--- src/hw/rtl/i2cm_pkg.sv ---
`default_nettype none

package i2cm_pkg;

    // Command codes carried in the opcode field
    localparam logic [2:0] OP_TICK   = 3'd0;
    localparam logic [2:0] OP_RD8    = 3'd1;
    localparam logic [2:0] OP_WR8    = 3'd2;
    localparam logic [2:0] OP_RD16BE = 3'd3;
    localparam logic [2:0] OP_RD16LE = 3'd4;
    localparam logic [2:0] OP_WR16BE = 3'd5;
    localparam logic [2:0] OP_WR16LE = 3'd6;

    localparam logic [15:0] HALF_BIT_RESET = 16'd5;

    // Byte slots within one transaction
    localparam logic [2:0] IDX_ADDR_WR = 3'd0;
    localparam logic [2:0] IDX_REG     = 3'd1;
    localparam logic [2:0] IDX_SECOND  = 3'd2;
    localparam logic [2:0] IDX_THIRD   = 3'd3;
    localparam logic [2:0] IDX_LAST16  = 3'd4;

    localparam logic [3:0] BIT_ACK = 4'd8;
    localparam logic [3:0] BIT_LAST_DATA = 4'd7;

    typedef enum logic [3:0] {
        PH_IDLE  = 4'd0,
        PH_START = 4'd1,
        PH_BLOW  = 4'd2,
        PH_BHIGH = 4'd3,
        PH_RSA   = 4'd4,
        PH_RSB   = 4'd5,
        PH_MIDA  = 4'd6,
        PH_MIDB  = 4'd7,
        PH_MIDC  = 4'd8,
        PH_ENDA  = 4'd9,
        PH_ENDB  = 4'd10,
        PH_ENDC  = 4'd11,
        PH_ERRA  = 4'd12,
        PH_ERRB  = 4'd13,
        PH_ERRC  = 4'd14
    } phase_t;

    typedef struct packed {
        logic [2:0]  opcode;
        logic [6:0]  slave_addr;
        logic [7:0]  reg_addr;
        logic [15:0] write_value;
        logic        stop_between;
        logic        sda_in;
    } cmd_t;

    typedef struct packed {
        logic        scl_drive_low;
        logic        sda_drive_low;
        logic        busy_res;
        logic        done_res;
        logic        nack_error;
        logic [15:0] read_data;
        logic        rejected;
    } res_t;

    function automatic logic is_read(input logic [2:0] cmd);
        return (cmd == OP_RD8) || (cmd == OP_RD16BE) || (cmd == OP_RD16LE);
    endfunction

    function automatic logic [2:0] last_index(input logic [2:0] cmd);
        logic [2:0] idx;
        case (cmd)
            OP_RD8:    idx = IDX_THIRD;
            OP_WR8:    idx = IDX_SECOND;
            OP_RD16BE: idx = IDX_LAST16;
            OP_RD16LE: idx = IDX_LAST16;
            default:   idx = IDX_THIRD;
        endcase
        return idx;
    endfunction

    function automatic logic [7:0] load_byte(
        input logic [2:0]  cmd,
        input logic [6:0]  slave,
        input logic [7:0]  regn,
        input logic [15:0] value,
        input logic [2:0]  idx
    );
        logic [7:0] b;
        b = 8'h00;
        if (idx == IDX_ADDR_WR)
        begin
            b = {slave, 1'b0};
        end
        else if (idx == IDX_REG)
        begin
            b = regn;
        end
        else if (idx == IDX_SECOND)
        begin
            if (is_read(cmd))
                b = {slave, 1'b1};
            else
                b = (cmd == OP_WR16BE) ? value[15:8] : value[7:0];
        end
        else if (idx == IDX_THIRD && !is_read(cmd))
        begin
            b = (cmd == OP_WR16BE) ? value[7:0] : value[15:8];
        end
        return b;
    endfunction

endpackage

`default_nettype wire

--- src/hw/rtl/i2cm_core.sv ---
`default_nettype none

module i2cm_core
    import i2cm_pkg::*;
(
    input  wire logic        clk,
    input  wire logic        rst_n,
    input  wire logic        step,
    input  wire cmd_t        item,
    input  wire logic [15:0] half_bit_ticks,
    output res_t             result
);

    phase_t      phase_reg, phase_next;
    logic [3:0]  bit_count_reg, bit_count_next;
    logic [2:0]  byte_index_reg, byte_index_next;
    logic [7:0]  shift_reg, shift_next;
    logic [15:0] tick_count_reg, tick_count_next;
    logic [15:0] data_acc_reg, data_acc_next;
    logic [2:0]  cmd_reg, cmd_next;
    logic [6:0]  slave_reg, slave_next;
    logic [7:0]  regn_reg, regn_next;
    logic [15:0] value_reg, value_next;
    logic        stop_reg, stop_next;

    logic        done, err, rej;
    logic [15:0] hb;
    logic [16:0] tick_inc;
    logic        rx_now;
    logic        rx_after;
    logic [2:0]  idx_inc;
    logic [7:0]  shifted;

    // Hold time of each bus level; zero acts as one
    assign hb       = (half_bit_ticks == 16'd0) ? 16'd1 : half_bit_ticks;
    assign tick_inc = {1'b0, tick_count_reg} + 17'd1;
    assign rx_now   = is_read(cmd_reg) && (byte_index_reg >= IDX_THIRD);
    assign idx_inc  = 3'(byte_index_reg + 3'd1);
    assign rx_after = is_read(cmd_reg) && (idx_inc >= IDX_THIRD);
    assign shifted  = {shift_reg[6:0], rx_now ? item.sda_in : 1'b0};

    // Next state: latch commands, count ticks, advance phases
    always_comb
    begin
        phase_next      = phase_reg;
        bit_count_next  = bit_count_reg;
        byte_index_next = byte_index_reg;
        shift_next      = shift_reg;
        tick_count_next = tick_count_reg;
        data_acc_next   = data_acc_reg;
        cmd_next        = cmd_reg;
        slave_next      = slave_reg;
        regn_next       = regn_reg;
        value_next      = value_reg;
        stop_next       = stop_reg;
        done            = 1'b0;
        err             = 1'b0;
        rej             = 1'b0;

        if (step)
        begin
            if (item.opcode == OP_TICK)
            begin
                if (phase_reg != PH_IDLE)
                begin
                    if (tick_inc >= {1'b0, hb})
                    begin
                        tick_count_next = 16'd0;
                        case (phase_reg)
                            PH_START:
                            begin
                                phase_next     = PH_BLOW;
                                bit_count_next = 4'd0;
                            end
                            PH_BLOW: phase_next = PH_BHIGH;
                            PH_BHIGH:
                            begin
                                if (bit_count_reg < BIT_ACK)
                                begin
                                    shift_next = shifted;
                                    if (rx_now && bit_count_reg == BIT_LAST_DATA)
                                    begin
                                        if (byte_index_reg == IDX_THIRD)
                                            data_acc_next = (cmd_reg == OP_RD16BE)
                                                ? {shifted, 8'h00} : {8'h00, shifted};
                                        else if (cmd_reg == OP_RD16BE)
                                            data_acc_next = data_acc_reg | {8'h00, shifted};
                                        else
                                            data_acc_next = data_acc_reg | {shifted, 8'h00};
                                    end
                                    bit_count_next = 4'(bit_count_reg + 4'd1);
                                    phase_next     = PH_BLOW;
                                end
                                else if (!rx_now && item.sda_in)
                                begin
                                    phase_next = PH_ERRA;
                                end
                                else if (byte_index_reg == last_index(cmd_reg))
                                begin
                                    phase_next = PH_ENDA;
                                end
                                else if (is_read(cmd_reg) && byte_index_reg == IDX_REG)
                                begin
                                    byte_index_next = IDX_SECOND;
                                    shift_next = load_byte(cmd_reg, slave_reg, regn_reg,
                                                           value_reg, IDX_SECOND);
                                    phase_next = stop_reg ? PH_MIDA : PH_RSA;
                                end
                                else
                                begin
                                    byte_index_next = idx_inc;
                                    shift_next = rx_after ? 8'h00
                                        : load_byte(cmd_reg, slave_reg, regn_reg,
                                                    value_reg, idx_inc);
                                    bit_count_next = 4'd0;
                                    phase_next     = PH_BLOW;
                                end
                            end
                            PH_RSA:  phase_next = PH_RSB;
                            PH_RSB:  phase_next = PH_START;
                            PH_MIDA: phase_next = PH_MIDB;
                            PH_MIDB: phase_next = PH_MIDC;
                            PH_MIDC: phase_next = PH_START;
                            PH_ENDA: phase_next = PH_ENDB;
                            PH_ENDB: phase_next = PH_ENDC;
                            PH_ENDC:
                            begin
                                phase_next = PH_IDLE;
                                done       = 1'b1;
                            end
                            PH_ERRA: phase_next = PH_ERRB;
                            PH_ERRB: phase_next = PH_ERRC;
                            PH_ERRC:
                            begin
                                phase_next = PH_IDLE;
                                done       = 1'b1;
                                err        = 1'b1;
                            end
                            default: phase_next = PH_IDLE;
                        endcase
                    end
                    else
                    begin
                        tick_count_next = tick_inc[15:0];
                    end
                end
            end
            else if (item.opcode <= OP_WR16LE)
            begin
                if (phase_reg != PH_IDLE)
                begin
                    rej = 1'b1;
                end
                else
                begin
                    cmd_next        = item.opcode;
                    slave_next      = item.slave_addr;
                    regn_next       = item.reg_addr;
                    value_next      = item.write_value;
                    stop_next       = item.stop_between;
                    data_acc_next   = 16'h0000;
                    byte_index_next = IDX_ADDR_WR;
                    bit_count_next  = 4'd0;
                    tick_count_next = 16'd0;
                    shift_next      = load_byte(item.opcode, item.slave_addr, item.reg_addr,
                                                item.write_value, IDX_ADDR_WR);
                    phase_next      = PH_START;
                end
            end
        end
    end

    // Outputs: bus drives and status after this request
    always_comb
    begin
        logic rx_n;
        logic data_low;
        rx_n = is_read(cmd_next) && (byte_index_next >= IDX_THIRD);
        if (rx_n)
            data_low = (bit_count_next >= BIT_ACK) ? (byte_index_next != last_index(cmd_next))
                                                   : 1'b0;
        else
            data_low = (bit_count_next >= BIT_ACK) ? 1'b0 : !shift_next[7];

        case (phase_next)
            PH_START:
            begin
                result.scl_drive_low = 1'b0;
                result.sda_drive_low = 1'b1;
            end
            PH_BLOW:
            begin
                result.scl_drive_low = 1'b1;
                result.sda_drive_low = data_low;
            end
            PH_BHIGH:
            begin
                result.scl_drive_low = 1'b0;
                result.sda_drive_low = data_low;
            end
            PH_RSA:
            begin
                result.scl_drive_low = 1'b1;
                result.sda_drive_low = 1'b0;
            end
            PH_MIDA, PH_ENDA, PH_ERRA:
            begin
                result.scl_drive_low = 1'b1;
                result.sda_drive_low = 1'b1;
            end
            PH_MIDB, PH_ENDB, PH_ERRB:
            begin
                result.scl_drive_low = 1'b0;
                result.sda_drive_low = 1'b1;
            end
            default:
            begin
                result.scl_drive_low = 1'b0;
                result.sda_drive_low = 1'b0;
            end
        endcase

        result.busy_res   = (phase_next != PH_IDLE);
        result.done_res   = done;
        result.nack_error = err;
        result.read_data  = (done && !err && is_read(cmd_next)) ? data_acc_next : 16'h0000;
        result.rejected   = rej;
    end

    // Hold transaction state
    always_ff @(posedge clk or negedge rst_n)
    begin
        if (!rst_n)
        begin
            phase_reg      <= PH_IDLE;
            bit_count_reg  <= 4'd0;
            byte_index_reg <= 3'd0;
            shift_reg      <= 8'h00;
            tick_count_reg <= 16'd0;
            data_acc_reg   <= 16'h0000;
            cmd_reg        <= 3'd0;
            slave_reg      <= 7'd0;
            regn_reg       <= 8'h00;
            value_reg      <= 16'h0000;
            stop_reg       <= 1'b0;
        end
        else
        begin
            phase_reg      <= phase_next;
            bit_count_reg  <= bit_count_next;
            byte_index_reg <= byte_index_next;
            shift_reg      <= shift_next;
            tick_count_reg <= tick_count_next;
            data_acc_reg   <= data_acc_next;
            cmd_reg        <= cmd_next;
            slave_reg      <= slave_next;
            regn_reg       <= regn_next;
            value_reg      <= value_next;
            stop_reg       <= stop_next;
        end
    end

endmodule

`default_nettype wire

--- src/hw/rtl/i2c_master_register_transactions.sv ---
// Flow: an accepted request is held in the input register, and its response is
// written to the result register once that register is empty or being taken.
// Throughput: one request per cycle while res_stall is low; the controller state
// updates once per request in a single pass between the input register and the
// result register. Reset: bus released, controller idle, all counters cleared,
// half_bit_ticks = 5, no request or result pending.
`default_nettype none

module i2c_master_register_transactions
    import i2cm_pkg::*;
(
    input  wire logic        clk,
    input  wire logic        rst_n,
    input  wire logic        cmd_valid,
    output logic             cmd_stall,
    input  wire cmd_t        cmd,
    output logic             res_valid,
    input  wire logic        res_stall,
    output res_t             res,
    input  wire logic        cfg_valid,
    output logic             cfg_ready,
    input  wire logic [15:0] cfg_data
);

    logic        in_valid_reg, in_valid_next;
    cmd_t        in_data_reg;
    logic        res_valid_reg, res_valid_next;
    res_t        res_data_reg;
    logic [15:0] half_bit_reg;
    logic        adv;
    logic        accept;
    res_t        core_res;

    // Process the held request when the result register can take it
    assign adv       = in_valid_reg && (!res_valid_reg || !res_stall);
    assign cmd_stall = in_valid_reg && !adv;
    assign accept    = cmd_valid && !cmd_stall;
    assign cfg_ready = 1'b1;
    assign res_valid = res_valid_reg;
    assign res       = res_data_reg;

    i2cm_core u_core (
        .clk            (clk),
        .rst_n          (rst_n),
        .step           (adv),
        .item           (in_data_reg),
        .half_bit_ticks (half_bit_reg),
        .result         (core_res)
    );

    // Advance valid flags of both stages
    always_comb
    begin
        if (accept)
            in_valid_next = 1'b1;
        else if (adv)
            in_valid_next = 1'b0;
        else
            in_valid_next = in_valid_reg;

        if (adv)
            res_valid_next = 1'b1;
        else if (res_valid_reg && !res_stall)
            res_valid_next = 1'b0;
        else
            res_valid_next = res_valid_reg;
    end

    always_ff @(posedge clk or negedge rst_n)
    begin
        if (!rst_n)
        begin
            in_valid_reg  <= 1'b0;
            res_valid_reg <= 1'b0;
            half_bit_reg  <= HALF_BIT_RESET;
        end
        else
        begin
            in_valid_reg  <= in_valid_next;
            res_valid_reg <= res_valid_next;
            if (cfg_valid && cfg_ready)
                half_bit_reg <= cfg_data;
        end
    end

    // Hold payloads
    always_ff @(posedge clk)
    begin
        if (accept)
            in_data_reg <= cmd;
        if (adv)
            res_data_reg <= core_res;
    end

endmodule

`default_nettype wire

--- config.mk ---
export PLATFORM = sky130hd
export DESIGN_NAME = i2c_master_register_transactions
export DESIGN_NICKNAME = d
export VERILOG_FILES = /design/src/hw/rtl/i2cm_pkg.sv /design/src/hw/rtl/i2cm_core.sv /design/src/hw/rtl/i2c_master_register_transactions.sv
export SDC_FILE = /design/constraint.sdc
export NUM_CORES = 1
export LEC_CHECK = 0
export ABC_AREA = 1
export BUFFER_PORTS_ARGS = -buffer_cell sky130_fd_sc_hd__buf_2
export CORE_MARGIN = 8
export CORE_UTILIZATION = 50
export DETAILED_ROUTE_END_ITERATION = 7
export GPL_TIMING_DRIVEN = 0
export PLACE_DENSITY = 0.69
export REMOVE_ABC_BUFFERS = 1
export SLEW_MARGIN = 10
export SYNTH_ARGS = -nofsm -noshare
export SYNTH_HDL_FRONTEND = slang
export SYNTH_SLANG_ARGS = --single-unit
--- constraint.sdc ---
create_clock -name clk -period 8.19 [get_ports clk]
set_input_delay 1.638 -clock clk [delete_from_list [all_inputs] [get_ports clk]]
set_output_delay 1.638 -clock clk [all_outputs]
set_load 0.02 [all_outputs]
==> metrics.txt <==
status finished clean; Sum Neg Setup Slack 0 ns; Root Driver clkbuf_16; most frequent cells in the layout nand2_1 (214), inv_1 (135), dfrtp_1 (102), o21ai_0 (96), nor2_1 (90); Crit. End Element flip-flop; routed len/inst about 15 µm; Core Region between 15000 and 20000 µm²; Detail Route Antenna Nets 0; Clk Latency, worst-skew pair around 0.43 ns; number of synthesized register bits roughly 160; # diodes 0; VDD IR max 0.000198 V; DRC viols 0; DP Worst Slack 3.04 ns; largest net degree at the start of global routing 68; Pwr per Cell Area 342 nW/µm²; final WL 20.0 mm; grt ovf 0; hpwl dp ~14 mm; PortBufs 80; Final Hold Fails 0; required time worst endpoint approximately 8.4 ns; final worst path period need 4.70 ns; Pre-antenna DRT Iters 5; post-synthesis sequential area ratio 0.486; final hold slack approximately 0.48 ns; initial antenna violation count 0; All-Layer GR Usage 0.187; setup bufs post-CTS 0; post-synth cell types 54; worst-margin pin slew 1.03 ns; Yosys top cell by area dfrtp_1; global placer's final weighted congestion approximately 0.85; Resize count post-CTS 0; TritonCTS clock tree yes; final worst setup slack 3.49 ns; Final Cycle Share 0.574; post-layout total power around 3.5 mW; Layout Nets 1204; CP Max Fanout 22; cell area after synthesis 8940 µm²; Design Area, Final slightly above 10000 µm²; number of DRC markers in iteration 0 roughly 490; share of layout cells above drive strength 1 0.161; Max-cap violations 0; detailed-route via count around 7300; height of the die 150 µm; Post-Place Cells 1333; CTS H-tree depth 4; CTS clk-pin slew, worst paths approximately 0.07 ns; top cells by area, synth dfrtp_1 (29%), edfxtp_1 (19%), nand2_1 (9.0%); Avg Cell Area, Syn 8.44 µm²; area grow syn2layout 13.3%; Die Area approximately 22000 µm²; Area after DPL 9540 µm²; CTS Buf Count 17; Site Rows between 40 and 50; Cells after Synth approximately 1100; Worst Hold Depth 1; most common cell after layout, fill and taps aside nand2_1; Critical Path AT between 4 and 5 ns; Synth Warn # 0; Largest register FFs 36; worst min-delay path category flip-flop to flip-flop; Initial Utilization 0.503; vias in the first global route slightly above 7000; R2R depth 20; clk_skew between 0.009 and 0.01 ns; RSZ-0062 raised after global routing no; Leak Pwr ~4.7 nW; Final setup viols 0; TritonCTS Sinks roughly 160; first-pass GRT wire length 33.9 mm; final core utilization 0.570; top cell type's share of synthesized area 0.285; WS Path Type primary input to flip-flop; Max Clock Freq 213 MHz; Rel. slew slack 0.311; Die W around 150 µm; CTS Buffer Depth 2; hold bufs inserted after CTS 0; Setup crit start kind primary input; Final Max Slew Viols 0; vias per std cell ~5.4; io pins just over 80; Cell Count, Final, Fillers Out 1365
## routing by layer
layer,share of wire,GRT usage
met1,0.45,0.234
met2,0.48,0.314
met3,0.046,0.0408
met4,0.022,0.0680
met5,0,0
## worst max-delay path, cell delays in order
cell,delay [ns]
buf_2,0.10
nand2_1,0.09
inv_1,0.07
nor2_4,0.57
inv_1,0.59
nor2_2,0.78
inv_1,0.24
a21oi_1,0.17
a22oi_1,0.14
inv_1,0.13
nand2_1,0.09
o21ai_0,0.09
nand2_1,0.07
nand2_1,0.06
nand2_1,0.05
## worst paths after layout
check	startpoint	end	slack (ns)
worst min register to register	in_data_reg[16]	u_core.value_reg[14]	0.48
worst max-delay path	res_stall	res[20]	3.49
max in group asynchronous	rst_n	half_bit_reg[2]	6.39
worst max register to register	u_core.tick_count_reg[0]	res[13]	3.73
worst min-delay path	in_data_reg[16]	u_core.value_reg[14]	0.48
min in group asynchronous	rst_n	u_core.regn_reg[5]	1.11
## cells in the mapped netlist (all sizes together)
library cell,n
and2,1
o211ai,28
a31o,1
a22oi,8
nor3,6
nand3b,1
a21boi,1
clkbuf,28
inv,144
and3,1
edfxtp,58
nand3,49
or2,2
o2111ai,1
clkinv,2
conb,1
a211oi,1
o41ai,2
dfrtp,102
nor2,102
o221ai,8
dfstp,2
a21oi,85
o22ai,22
ha,24
a31oi,3
xor2,7
o31ai,7
nand4,13
o21ai,103
nand2,222
o32ai,1
buf,11
mux2,13
## cells by family (layout without fill, tap and decap cells)
kind of cell               count (synthesis)  in the layout  synth area share
buffers and inverters                    185            261            0.0816
DFF                                      162            162             0.486
xor gates and xnor gates                   7              7           0.00686
AOI/OAI and AO/OA                        271            271             0.180
and+or+nand+nor                          397            397             0.195
adders and majority gates                 24             24            0.0336
other                                      1              1          0.000419
muxes                                     13             13            0.0164
## area by class of cell
cell class	count	area, µm²
well taps	229	287
flip-flops and latches	162	4350
inverters	146	551
repair buffers	83	477
fillers	1607	7650
clock inverters	15	169
multi-input cells	713	3870
clock buffers	17	425
## power breakdown
group | switching (mW) | total (mW) | leakage (nW) | internal [mW]
sequential | 0.171 | 1.24 | 1.85 | 1.07
combinational | 0.925 | 1.41 | 2.54 | 0.485
clock | 0.354 | 0.812 | 0.296 | 0.459
No activity file was read; power rests on OpenSTA's default activity.
